<file path="src/hdl/bsp_pkg.sv">
// Package with phase and result-kind types and header layout constants for the bitmap parser.
`default_nettype none
package bsp_pkg;

    typedef enum logic [2:0] {
        PH_IDLE,
        PH_HEADER,
        PH_GAP,
        PH_PIXELS,
        PH_PAD
    } t_phase;

    typedef enum logic [1:0] {
        KIND_HEADER,
        KIND_PIXEL,
        KIND_ERROR
    } t_kind;

    // Positions of the last byte of each little-endian header field.
    localparam logic [31:0] POS_OFFSET_END = 32'd13;
    localparam logic [31:0] POS_WIDTH_END  = 32'd21;
    localparam logic [31:0] POS_HEIGHT_END = 32'd25;
    localparam logic [31:0] POS_DEPTH_END  = 32'd29;
    // Row size is worked out over the two bytes after the depth field.
    localparam logic [31:0] POS_PRODUCT    = 32'd30;
    localparam logic [31:0] POS_PADDING    = 32'd31;
    localparam logic [31:0] POS_HEADER_END = 32'd53;
    localparam logic [31:0] HEADER_BYTES   = 32'd54;

    localparam logic [1:0] COMP_BLUE  = 2'd0;
    localparam logic [1:0] COMP_GREEN = 2'd1;
    localparam logic [1:0] COMP_RED   = 2'd2;

endpackage
`default_nettype wire

</file>
<file path="src/hdl/bmp_stream_pixel_parser.sv">
// Streaming 24-bit bitmap parser: header fields, gap and row padding skip, one pixel per triple.
//
//   channel | valid   | ready   | payload
//   --------+---------+---------+---------------------------------------------------
//   in      | i_valid | o_ready | i_data_byte, i_file_start
//   out     | o_valid | i_ready | o_kind, o_red/green/blue, o_row, o_column,
//           |         |         | o_image_width/height, o_bit_depth, o_pixel_offset, o_last
//
// Each input word is handled in the cycle it is accepted, and its result (if any) appears
// in the output register on the next cycle, so one word per cycle is sustained while results are taken.
// The input is ready whenever the output register is empty or is being taken this cycle;
// a stalled result holds the input only until it leaves.
// The row padding multiply is spread over header bytes 30 and 31, never on the pixel path.
// Reset (synchronous, active low) waits for a start flag and empties the output register.
`default_nettype none
module bmp_stream_pixel_parser #(
    parameter int MAX_WIDTH  = 4096,
    parameter int MAX_HEIGHT = 4096
) (
    input  wire logic        i_clk,
    input  wire logic        i_rst_n,
    input  wire logic        i_valid,
    output logic             o_ready,
    input  wire logic [7:0]  i_data_byte,
    input  wire logic        i_file_start,
    output logic             o_valid,
    input  wire logic        i_ready,
    output logic [1:0]       o_kind,
    output logic [7:0]       o_red,
    output logic [7:0]       o_green,
    output logic [7:0]       o_blue,
    output logic [11:0]      o_row,
    output logic [11:0]      o_column,
    output logic [12:0]      o_image_width,
    output logic [12:0]      o_image_height,
    output logic [15:0]      o_bit_depth,
    output logic [31:0]      o_pixel_offset,
    output logic             o_last
);

    localparam int WW = $clog2(MAX_WIDTH + 1);
    localparam int HW = $clog2(MAX_HEIGHT + 1);
    localparam int BW = 16 + WW;

    // Parser state.
    bsp_pkg::t_phase r_phase, n_phase;
    logic [31:0]     r_pos, n_pos;
    logic [31:0]     r_shift, n_shift;
    logic [WW-1:0]   r_width, n_width;
    logic            r_wover, n_wover;
    logic [HW-1:0]   r_height, n_height;
    logic            r_hover, n_hover;
    logic [15:0]     r_depth, n_depth;
    logic [31:0]     r_offset, n_offset;
    logic [BW-1:0]   r_bits, n_bits;
    logic [BW-1:0]   r_pad_len, n_pad_len;
    logic [BW-1:0]   r_pad_left, n_pad_left;
    logic [HW-1:0]   r_row, n_row;
    logic [WW-1:0]   r_col, n_col;
    logic [1:0]      r_comp, n_comp;
    logic [7:0]      r_blue, n_blue;
    logic [7:0]      r_green, n_green;

    // Output register.
    logic            r_ov, n_ov;
    bsp_pkg::t_kind  r_kind, n_kind;
    logic [7:0]      r_ored, n_ored;
    logic [7:0]      r_ogreen, n_ogreen;
    logic [7:0]      r_oblue, n_oblue;
    logic [HW-1:0]   r_orow, n_orow;
    logic [WW-1:0]   r_ocol, n_ocol;
    logic [WW-1:0]   r_owidth, n_owidth;
    logic [HW-1:0]   r_oheight, n_oheight;
    logic [15:0]     r_odepth, n_odepth;
    logic [31:0]     r_ooffset, n_ooffset;
    logic            r_olast, n_olast;

    logic            in_acc;
    logic [31:0]     shift_in;
    logic [31:0]     pos_inc;
    logic [BW-1:0]   product;
    logic [BW:0]     bits_sum;
    logic [BW-1:0]   row_size;
    logic [BW-1:0]   used_bytes;
    logic [WW-1:0]   col_inc;
    logic [HW-1:0]   row_inc;
    logic [WW+12:0]  ext_width;
    logic [HW+12:0]  ext_height;
    logic [HW+11:0]  ext_row;
    logic [WW+11:0]  ext_col;

    assign o_ready    = !r_ov || i_ready;
    assign in_acc     = i_valid && o_ready;
    assign shift_in   = {i_data_byte, r_shift[31:8]};
    assign pos_inc    = r_pos + 32'd1;
    assign product    = {{WW{1'b0}}, r_depth} * {16'b0, r_width};
    assign bits_sum   = {1'b0, r_bits} + (BW + 1)'(31);
    assign row_size   = {2'b00, bits_sum[BW:5], 2'b00};
    assign used_bytes = {16'b0, r_width} + {15'b0, r_width, 1'b0};
    assign col_inc    = r_col + WW'(1);
    assign row_inc    = r_row + HW'(1);

    always_comb begin
        n_phase    = r_phase;
        n_pos      = r_pos;
        n_shift    = r_shift;
        n_width    = r_width;
        n_wover    = r_wover;
        n_height   = r_height;
        n_hover    = r_hover;
        n_depth    = r_depth;
        n_offset   = r_offset;
        n_bits     = r_bits;
        n_pad_len  = r_pad_len;
        n_pad_left = r_pad_left;
        n_row      = r_row;
        n_col      = r_col;
        n_comp     = r_comp;
        n_blue     = r_blue;
        n_green    = r_green;

        n_ov       = r_ov && !i_ready;
        n_kind     = r_kind;
        n_ored     = r_ored;
        n_ogreen   = r_ogreen;
        n_oblue    = r_oblue;
        n_orow     = r_orow;
        n_ocol     = r_ocol;
        n_owidth   = r_owidth;
        n_oheight  = r_oheight;
        n_odepth   = r_odepth;
        n_ooffset  = r_ooffset;
        n_olast    = r_olast;

        if (in_acc) begin
            // A start flag restarts parsing with this word as file byte zero.
            if (i_file_start) begin
                n_phase = bsp_pkg::PH_HEADER;
                n_pos   = '0;
                n_row   = '0;
                n_col   = '0;
                n_comp  = bsp_pkg::COMP_BLUE;
            end

            case (n_phase)
                bsp_pkg::PH_HEADER: begin
                    n_shift = shift_in;
                    n_pos   = n_pos + 32'd1;
                    if (n_pos == bsp_pkg::POS_OFFSET_END + 32'd1) begin
                        n_offset = shift_in;
                    end
                    if (n_pos == bsp_pkg::POS_WIDTH_END + 32'd1) begin
                        n_width = shift_in[WW-1:0];
                        n_wover = shift_in > 32'(MAX_WIDTH);
                    end
                    if (n_pos == bsp_pkg::POS_HEIGHT_END + 32'd1) begin
                        n_height = shift_in[HW-1:0];
                        n_hover  = shift_in > 32'(MAX_HEIGHT);
                    end
                    if (n_pos == bsp_pkg::POS_DEPTH_END + 32'd1) begin
                        n_depth = shift_in[31:16];
                    end
                    if (n_pos == bsp_pkg::POS_PRODUCT + 32'd1) begin
                        n_bits = product;
                    end
                    if (n_pos == bsp_pkg::POS_PADDING + 32'd1) begin
                        n_pad_len = (row_size > used_bytes) ? row_size - used_bytes : '0;
                    end
                    if (n_pos == bsp_pkg::POS_HEADER_END + 32'd1) begin
                        n_ov      = 1'b1;
                        n_ored    = '0;
                        n_ogreen  = '0;
                        n_oblue   = '0;
                        n_orow    = '0;
                        n_ocol    = '0;
                        if (r_wover || r_hover) begin
                            n_kind    = bsp_pkg::KIND_ERROR;
                            n_owidth  = '0;
                            n_oheight = '0;
                            n_odepth  = '0;
                            n_ooffset = '0;
                            n_olast   = 1'b1;
                            n_phase   = bsp_pkg::PH_IDLE;
                        end else begin
                            n_kind    = bsp_pkg::KIND_HEADER;
                            n_owidth  = r_width;
                            n_oheight = r_height;
                            n_odepth  = r_depth;
                            n_ooffset = r_offset;
                            n_olast   = (r_width == '0) || (r_height == '0);
                            if ((r_width == '0) || (r_height == '0)) begin
                                n_phase = bsp_pkg::PH_IDLE;
                            end else if (r_offset > bsp_pkg::HEADER_BYTES) begin
                                n_phase = bsp_pkg::PH_GAP;
                            end else begin
                                n_phase = bsp_pkg::PH_PIXELS;
                            end
                        end
                    end
                end
                bsp_pkg::PH_GAP: begin
                    n_pos = pos_inc;
                    if (pos_inc == r_offset) begin
                        n_phase = bsp_pkg::PH_PIXELS;
                    end
                end
                bsp_pkg::PH_PIXELS: begin
                    case (r_comp)
                        bsp_pkg::COMP_BLUE: begin
                            n_blue = i_data_byte;
                            n_comp = bsp_pkg::COMP_GREEN;
                        end
                        bsp_pkg::COMP_GREEN: begin
                            n_green = i_data_byte;
                            n_comp  = bsp_pkg::COMP_RED;
                        end
                        default: begin
                            n_ov      = 1'b1;
                            n_kind    = bsp_pkg::KIND_PIXEL;
                            n_ored    = i_data_byte;
                            n_ogreen  = r_green;
                            n_oblue   = r_blue;
                            n_orow    = r_row;
                            n_ocol    = r_col;
                            n_owidth  = '0;
                            n_oheight = '0;
                            n_odepth  = '0;
                            n_ooffset = '0;
                            n_olast   = (col_inc == r_width) && (row_inc == r_height);
                            n_comp    = bsp_pkg::COMP_BLUE;
                            if (col_inc == r_width) begin
                                if (row_inc == r_height) begin
                                    n_phase = bsp_pkg::PH_IDLE;
                                end else if (r_pad_len != '0) begin
                                    n_pad_left = r_pad_len;
                                    n_phase    = bsp_pkg::PH_PAD;
                                end else begin
                                    n_col = '0;
                                    n_row = row_inc;
                                end
                            end else begin
                                n_col = col_inc;
                            end
                        end
                    endcase
                end
                bsp_pkg::PH_PAD: begin
                    n_pad_left = r_pad_left - BW'(1);
                    if (r_pad_left == BW'(1)) begin
                        n_col   = '0;
                        n_row   = row_inc;
                        n_phase = bsp_pkg::PH_PIXELS;
                    end
                end
                default: begin
                end
            endcase
        end
    end

    always_ff @(posedge i_clk) begin
        if (!i_rst_n) begin
            r_phase <= bsp_pkg::PH_IDLE;
            r_pos   <= '0;
            r_row   <= '0;
            r_col   <= '0;
            r_comp  <= bsp_pkg::COMP_BLUE;
            r_ov    <= 1'b0;
        end else begin
            r_phase <= n_phase;
            r_pos   <= n_pos;
            r_row   <= n_row;
            r_col   <= n_col;
            r_comp  <= n_comp;
            r_ov    <= n_ov;
        end
    end

    always_ff @(posedge i_clk) begin
        r_shift    <= n_shift;
        r_width    <= n_width;
        r_wover    <= n_wover;
        r_height   <= n_height;
        r_hover    <= n_hover;
        r_depth    <= n_depth;
        r_offset   <= n_offset;
        r_bits     <= n_bits;
        r_pad_len  <= n_pad_len;
        r_pad_left <= n_pad_left;
        r_blue     <= n_blue;
        r_green    <= n_green;
        r_kind     <= n_kind;
        r_ored     <= n_ored;
        r_ogreen   <= n_ogreen;
        r_oblue    <= n_oblue;
        r_orow     <= n_orow;
        r_ocol     <= n_ocol;
        r_owidth   <= n_owidth;
        r_oheight  <= n_oheight;
        r_odepth   <= n_odepth;
        r_ooffset  <= n_ooffset;
        r_olast    <= n_olast;
    end

    // Dimensions wider or narrower than the port fields are masked or zero-extended.
    assign ext_width  = {13'b0, r_owidth};
    assign ext_height = {13'b0, r_oheight};
    assign ext_row    = {12'b0, r_orow};
    assign ext_col    = {12'b0, r_ocol};

    assign o_valid        = r_ov;
    assign o_kind         = r_kind;
    assign o_red          = r_ored;
    assign o_green        = r_ogreen;
    assign o_blue         = r_oblue;
    assign o_row          = ext_row[11:0];
    assign o_column       = ext_col[11:0];
    assign o_image_width  = ext_width[12:0];
    assign o_image_height = ext_height[12:0];
    assign o_bit_depth    = r_odepth;
    assign o_pixel_offset = r_ooffset;
    assign o_last         = r_olast;

`ifndef ASSERT_OFF
    a_pad_nonzero: assert property (@(posedge i_clk) disable iff (!i_rst_n)
        r_phase == bsp_pkg::PH_PAD |-> r_pad_left != '0)
        else $error("padding phase entered with nothing left to skip");

    a_comp_range: assert property (@(posedge i_clk) disable iff (!i_rst_n)
        r_comp != 2'd3)
        else $error("component counter out of range");

    a_start_restarts: assert property (@(posedge i_clk) disable iff (!i_rst_n)
        in_acc && i_file_start |=> r_phase == bsp_pkg::PH_HEADER && r_pos == 32'd1)
        else $error("start word did not restart header parsing");

    a_error_is_last: assert property (@(posedge i_clk) disable iff (!i_rst_n)
        r_ov && r_kind == bsp_pkg::KIND_ERROR |-> r_olast && r_phase == bsp_pkg::PH_IDLE
            || $past(in_acc) == 1'b0 || r_phase == bsp_pkg::PH_HEADER)
        else $error("error result did not end the file");

    a_pixel_in_bounds: assert property (@(posedge i_clk) disable iff (!i_rst_n)
        r_phase == bsp_pkg::PH_PIXELS |-> r_col < r_width && r_row < r_height)
        else $error("pixel position beyond image dimensions");
`endif

endmodule
`default_nettype wire

</file>
<file path="config.mk">
export PLATFORM = sky130hd
export DESIGN_NAME = bmp_stream_pixel_parser
export DESIGN_NICKNAME = d
export VERILOG_FILES = /design/src/hdl/bsp_pkg.sv /design/src/hdl/bmp_stream_pixel_parser.sv
export SDC_FILE = /design/constraint.sdc
export NUM_CORES = 1
export LEC_CHECK = 0
export BUFFER_PORTS_ARGS = -buffer_cell sky130_fd_sc_hd__clkbuf_2
export CAP_MARGIN = 5
export CORE_MARGIN = 2
export CORE_UTILIZATION = 65
export DETAILED_ROUTE_END_ITERATION = 12
export PLACE_DENSITY = 0.84
export SLEW_MARGIN = 25
export SYNTH_ARGS = -nofsm -noshare
export SYNTH_HDL_FRONTEND = slang
export SYNTH_SLANG_ARGS = --single-unit
</file>
<file path="constraint.sdc">
create_clock -name i_clk -period 15.23 [get_ports i_clk]
set_input_delay 0 -clock i_clk [delete_from_list [all_inputs] [get_ports i_clk]]
set_output_delay 0 -clock i_clk [all_outputs]
set_load 0.01 [all_outputs]
</file>
==> reports/qor.yml <==
status:
  status: "finished clean"
routing:
  routed_via_density: 6.35
  route.detailed.drc: 0
  drt_wl_total_um: 73100
  first_pass_iters: 6
  wl_per_cell_um: 21.5
  antenna_left: 0
  vias: 21600
  drt_iter0_markers: 2241
global_route:
  grt_pass1_wl_um: 116000
  grt_max_degree: 90
  antenna_found_initial: 0
  grt_use_total_pct: 33.6
  met1_usage_pct: 46.0
  busiest_layer: "met2"
  grt_pass1_vias: 21200
  grt_remaining_overflow: 0
  use_met3_pct: 6.07
  grt.met2_usage_pct: 54.5
hold_path:
  hold_depth: 2
  hold_class: "input pin to flop"
run:
  cap_violations: 0
timing:
  post-route-period-util_pct: 45.8
  hold_slack_ps: 235
  setup_viol: 0
  setup_slack_ps: 8250
  min_period_ps: 6980
  clock.fmax_mhz: 143
  slew_headroom_pct: 29.0
  hold_violations: 0
  grt_setup_unrepaired: "false"
  drv_slew: 0
  worst_pin_slew_ps: 1040
  setup_tns_ps: 0
  clock_skew_ps: 57.8
pwr:
  power_density_nw_per_um2: 75.4
  peakVddDrop_mv: 0.124
  power_mw: 2.25
  p_leak_nw: 11.8
clock_tree:
  cts.sinks: 391
  numCtsBuffers: 41
  clk_latency_ps: 600
  cts_resized: 0
  hold_buffers: 12
  clockBufferDepth: 3
  root_buffer: "clkbuf_16"
  cts_tree: "yes"
  ctsHtreeMaxLevel: 2
  clk_pin_slew_ps: 70
  post_cts_buffers: 0
yosys:
  synthFlopType: "edfxtp_1"
  syn_inst: 2758
  synth.area.top_cells: "edfxtp_1 (36%), fa_1 (11%), ha_1 (5.3%)"
  yosysTopAreaCellShare_pct: 36.0
  synth-seq-cells: 391
  yosys.area.top_type: "edfxtp_1"
  synth-edff-count: 327
  netlist_area_sq_um: 27300
  syn_nets: 3042
  avgSynthCellArea_sq_um: 9.90
  synth_warnings: 0
  postSynth.asyncResetShare_pct: 0
  yosysSeqAreaShare_pct: 40.7
  ys_types: 87
critical_path:
  required_ps: 15510
  critical_path_class: "flop to flop"
  worstSetupStartpointType: "flop"
  cp_max_fo: 24
  path_delay_family: "adder cells"
  cp_num_buf_inv: 4
  cp.depth: 20
  worstPathCellList: "and2_1 > fa_1 > inv_1 > fa_1 > inv_1 > ha_1 > ha_1 > inv_1 > fa_1 > inv_1 > fa_1 > a21oi_1 > o21ai_0 > a2111oi_1 > o211ai_1 > a31oi_1 > o211ai_1 > a211o_1 > o31ai_1 > xnor2_1"
  cp_slowest_cell: "a2111oi_1"
  cp.arrival_ps: 7270
  crit_path_max_incr_delay_ps: 780
  ff2ff_path_depth: 20
  end_kind: "flop"
placement:
  place_ws_ps: 8240
  dpl.hpwl_um: 52400
  dp.cells: 3309
  io_buffers: 139
  place.gp.congestion: 0.927
final_layout:
  final_cells: 3397
  num_antenna_cells: 0
  finalNetCount: 3109
  drive_gt1_share_pct: 9.90
  syn_to_final_growth_pct: 9.46
floorplan:
  die_area_sq_um: 43700
  std_cell_rows: 75
  design.core.area_sq_um: 41700
  ios: 140
  die_x_um: 209
  initial_utilization_pct: 65.5
  fp.dieH_um: 209
-- kinds of logic after synthesis --
family	count (synthesis)	share of synthesized area (%)
XOR/XNOR	195	6.36
multiplexers	13	0.490
other	1	0.0137
flip-flops	391	40.7
adder cells (fa/ha/maj)	271	16.7
AND/OR/NAND/NOR	1009	19.3
buffers and inverters	431	6.09
AO/OA/AOI/OAI	447	10.4
-- report_power, final --
| group | internal, mW | switching, mW | total [mW] |
|---|---|---|---|
| sequential | 1.15 | 0.00774 | 1.16 |
| combinational | 0.00980 | 0.0289 | 0.0387 |
| clock | 0.609 | 0.447 | 1.06 |
| total | 1.77 | 0.484 | 2.25 |
-- cell type report --
type / count / area (sq um)
Clock buffer: 49 / 1060
Clock inverter: 27 / 364
Fill cell: 3009 / 11800
Inverter: 275 / 1030
Multi-Input combinational cell: 1936 / 14600
Sequential cell: 391 / 11100
Tap cell: 539 / 674
Timing Repair Buffer: 180 / 1040
-- cells in the mapped netlist, types with 10 or more instances --
cell type / instances
edfxtp_1: 327
o21bai_1: 11
xnor2_1: 121
and2_1: 102
dfxtp_1: 64
nand3_1: 55
and3_1: 136
or4_1: 15
nand4_1: 41
inv_1: 274
nand2b_1: 24
clkbuf_1: 128
o21a_1: 14
mux2i_1: 10
nor4_1: 51
a22oi_1: 17
fa_1: 155
a21o_1: 22
ha_1: 116
xor2_1: 72
a211oi_1: 14
o21ai_0: 117
buf_2: 15
nor3_1: 71
nand2_1: 246
a31oi_1: 24
or3_1: 30
nor2b_1: 10
nor2_1: 172
a21oi_1: 130
-- per-stage QoR --
step	util (%)	cell area (sq um)
finish	71.7	29900
CTS	71.7	29900
global route	71.7	29900
floorplan	-	27300
global placement	68.0	28300
detailed placement	68.0	28300
-- final timing paths --
check,from,endpoint,slack [ps]
max reg2reg,r_width[3]$_DFFE_PP_,r_bits[28]$_DFFE_PP_,8250
max,r_width[3]$_DFFE_PP_,r_bits[28]$_DFFE_PP_,8250
min,i_data_byte[7],r_depth[15]$_DFFE_PP_,240
min reg2reg,r_shift[23]$_DFFE_PP_,r_offset[15]$_DFFE_PP_,490
-- per-layer routing --
metal,vias to the layer above,wire length [um]
li1,9756,-
met3,183,6870
met1,10500,29400
met2,1153,34500
met5,-,0
met4,0,2320
-- placed cells by master, fill, tap and decap left out, types with 116 or more instances in the layout --
master | netlist | routed
a21oi_1 | 130 | 130
and3_1 | 136 | 136
clkbuf_2 | 0 | 139
edfxtp_1 | 327 | 327
fa_1 | 155 | 155
ha_1 | 116 | 116
inv_1 | 274 | 274
nand2_1 | 246 | 245
nor2_1 | 172 | 167
o21ai_0 | 117 | 117
xnor2_1 | 121 | 121
-- flip-flops by register name, indices dropped and copies added (netlist names), 16 cells and up --
name,count
o_bit_depth,16
o_pixel_offset,32
r_bits,29
r_depth,16
r_offset,32
r_pad_left,29
r_pad_len,28
r_pos,32
r_shift,24
-- worst register-to-register path: cells and delay by family (launching register included) --
family                     cells  cell delay (ps)
AOI/OAI and AO/OA              8             2630
DFF                            1              710
buffers and inverters          4              230
xor gates and xnor gates       1              130
adders and majority gates      6             2650
and+or+nand+nor                1              330
No activity file was read; power rests on OpenSTA's default activity.
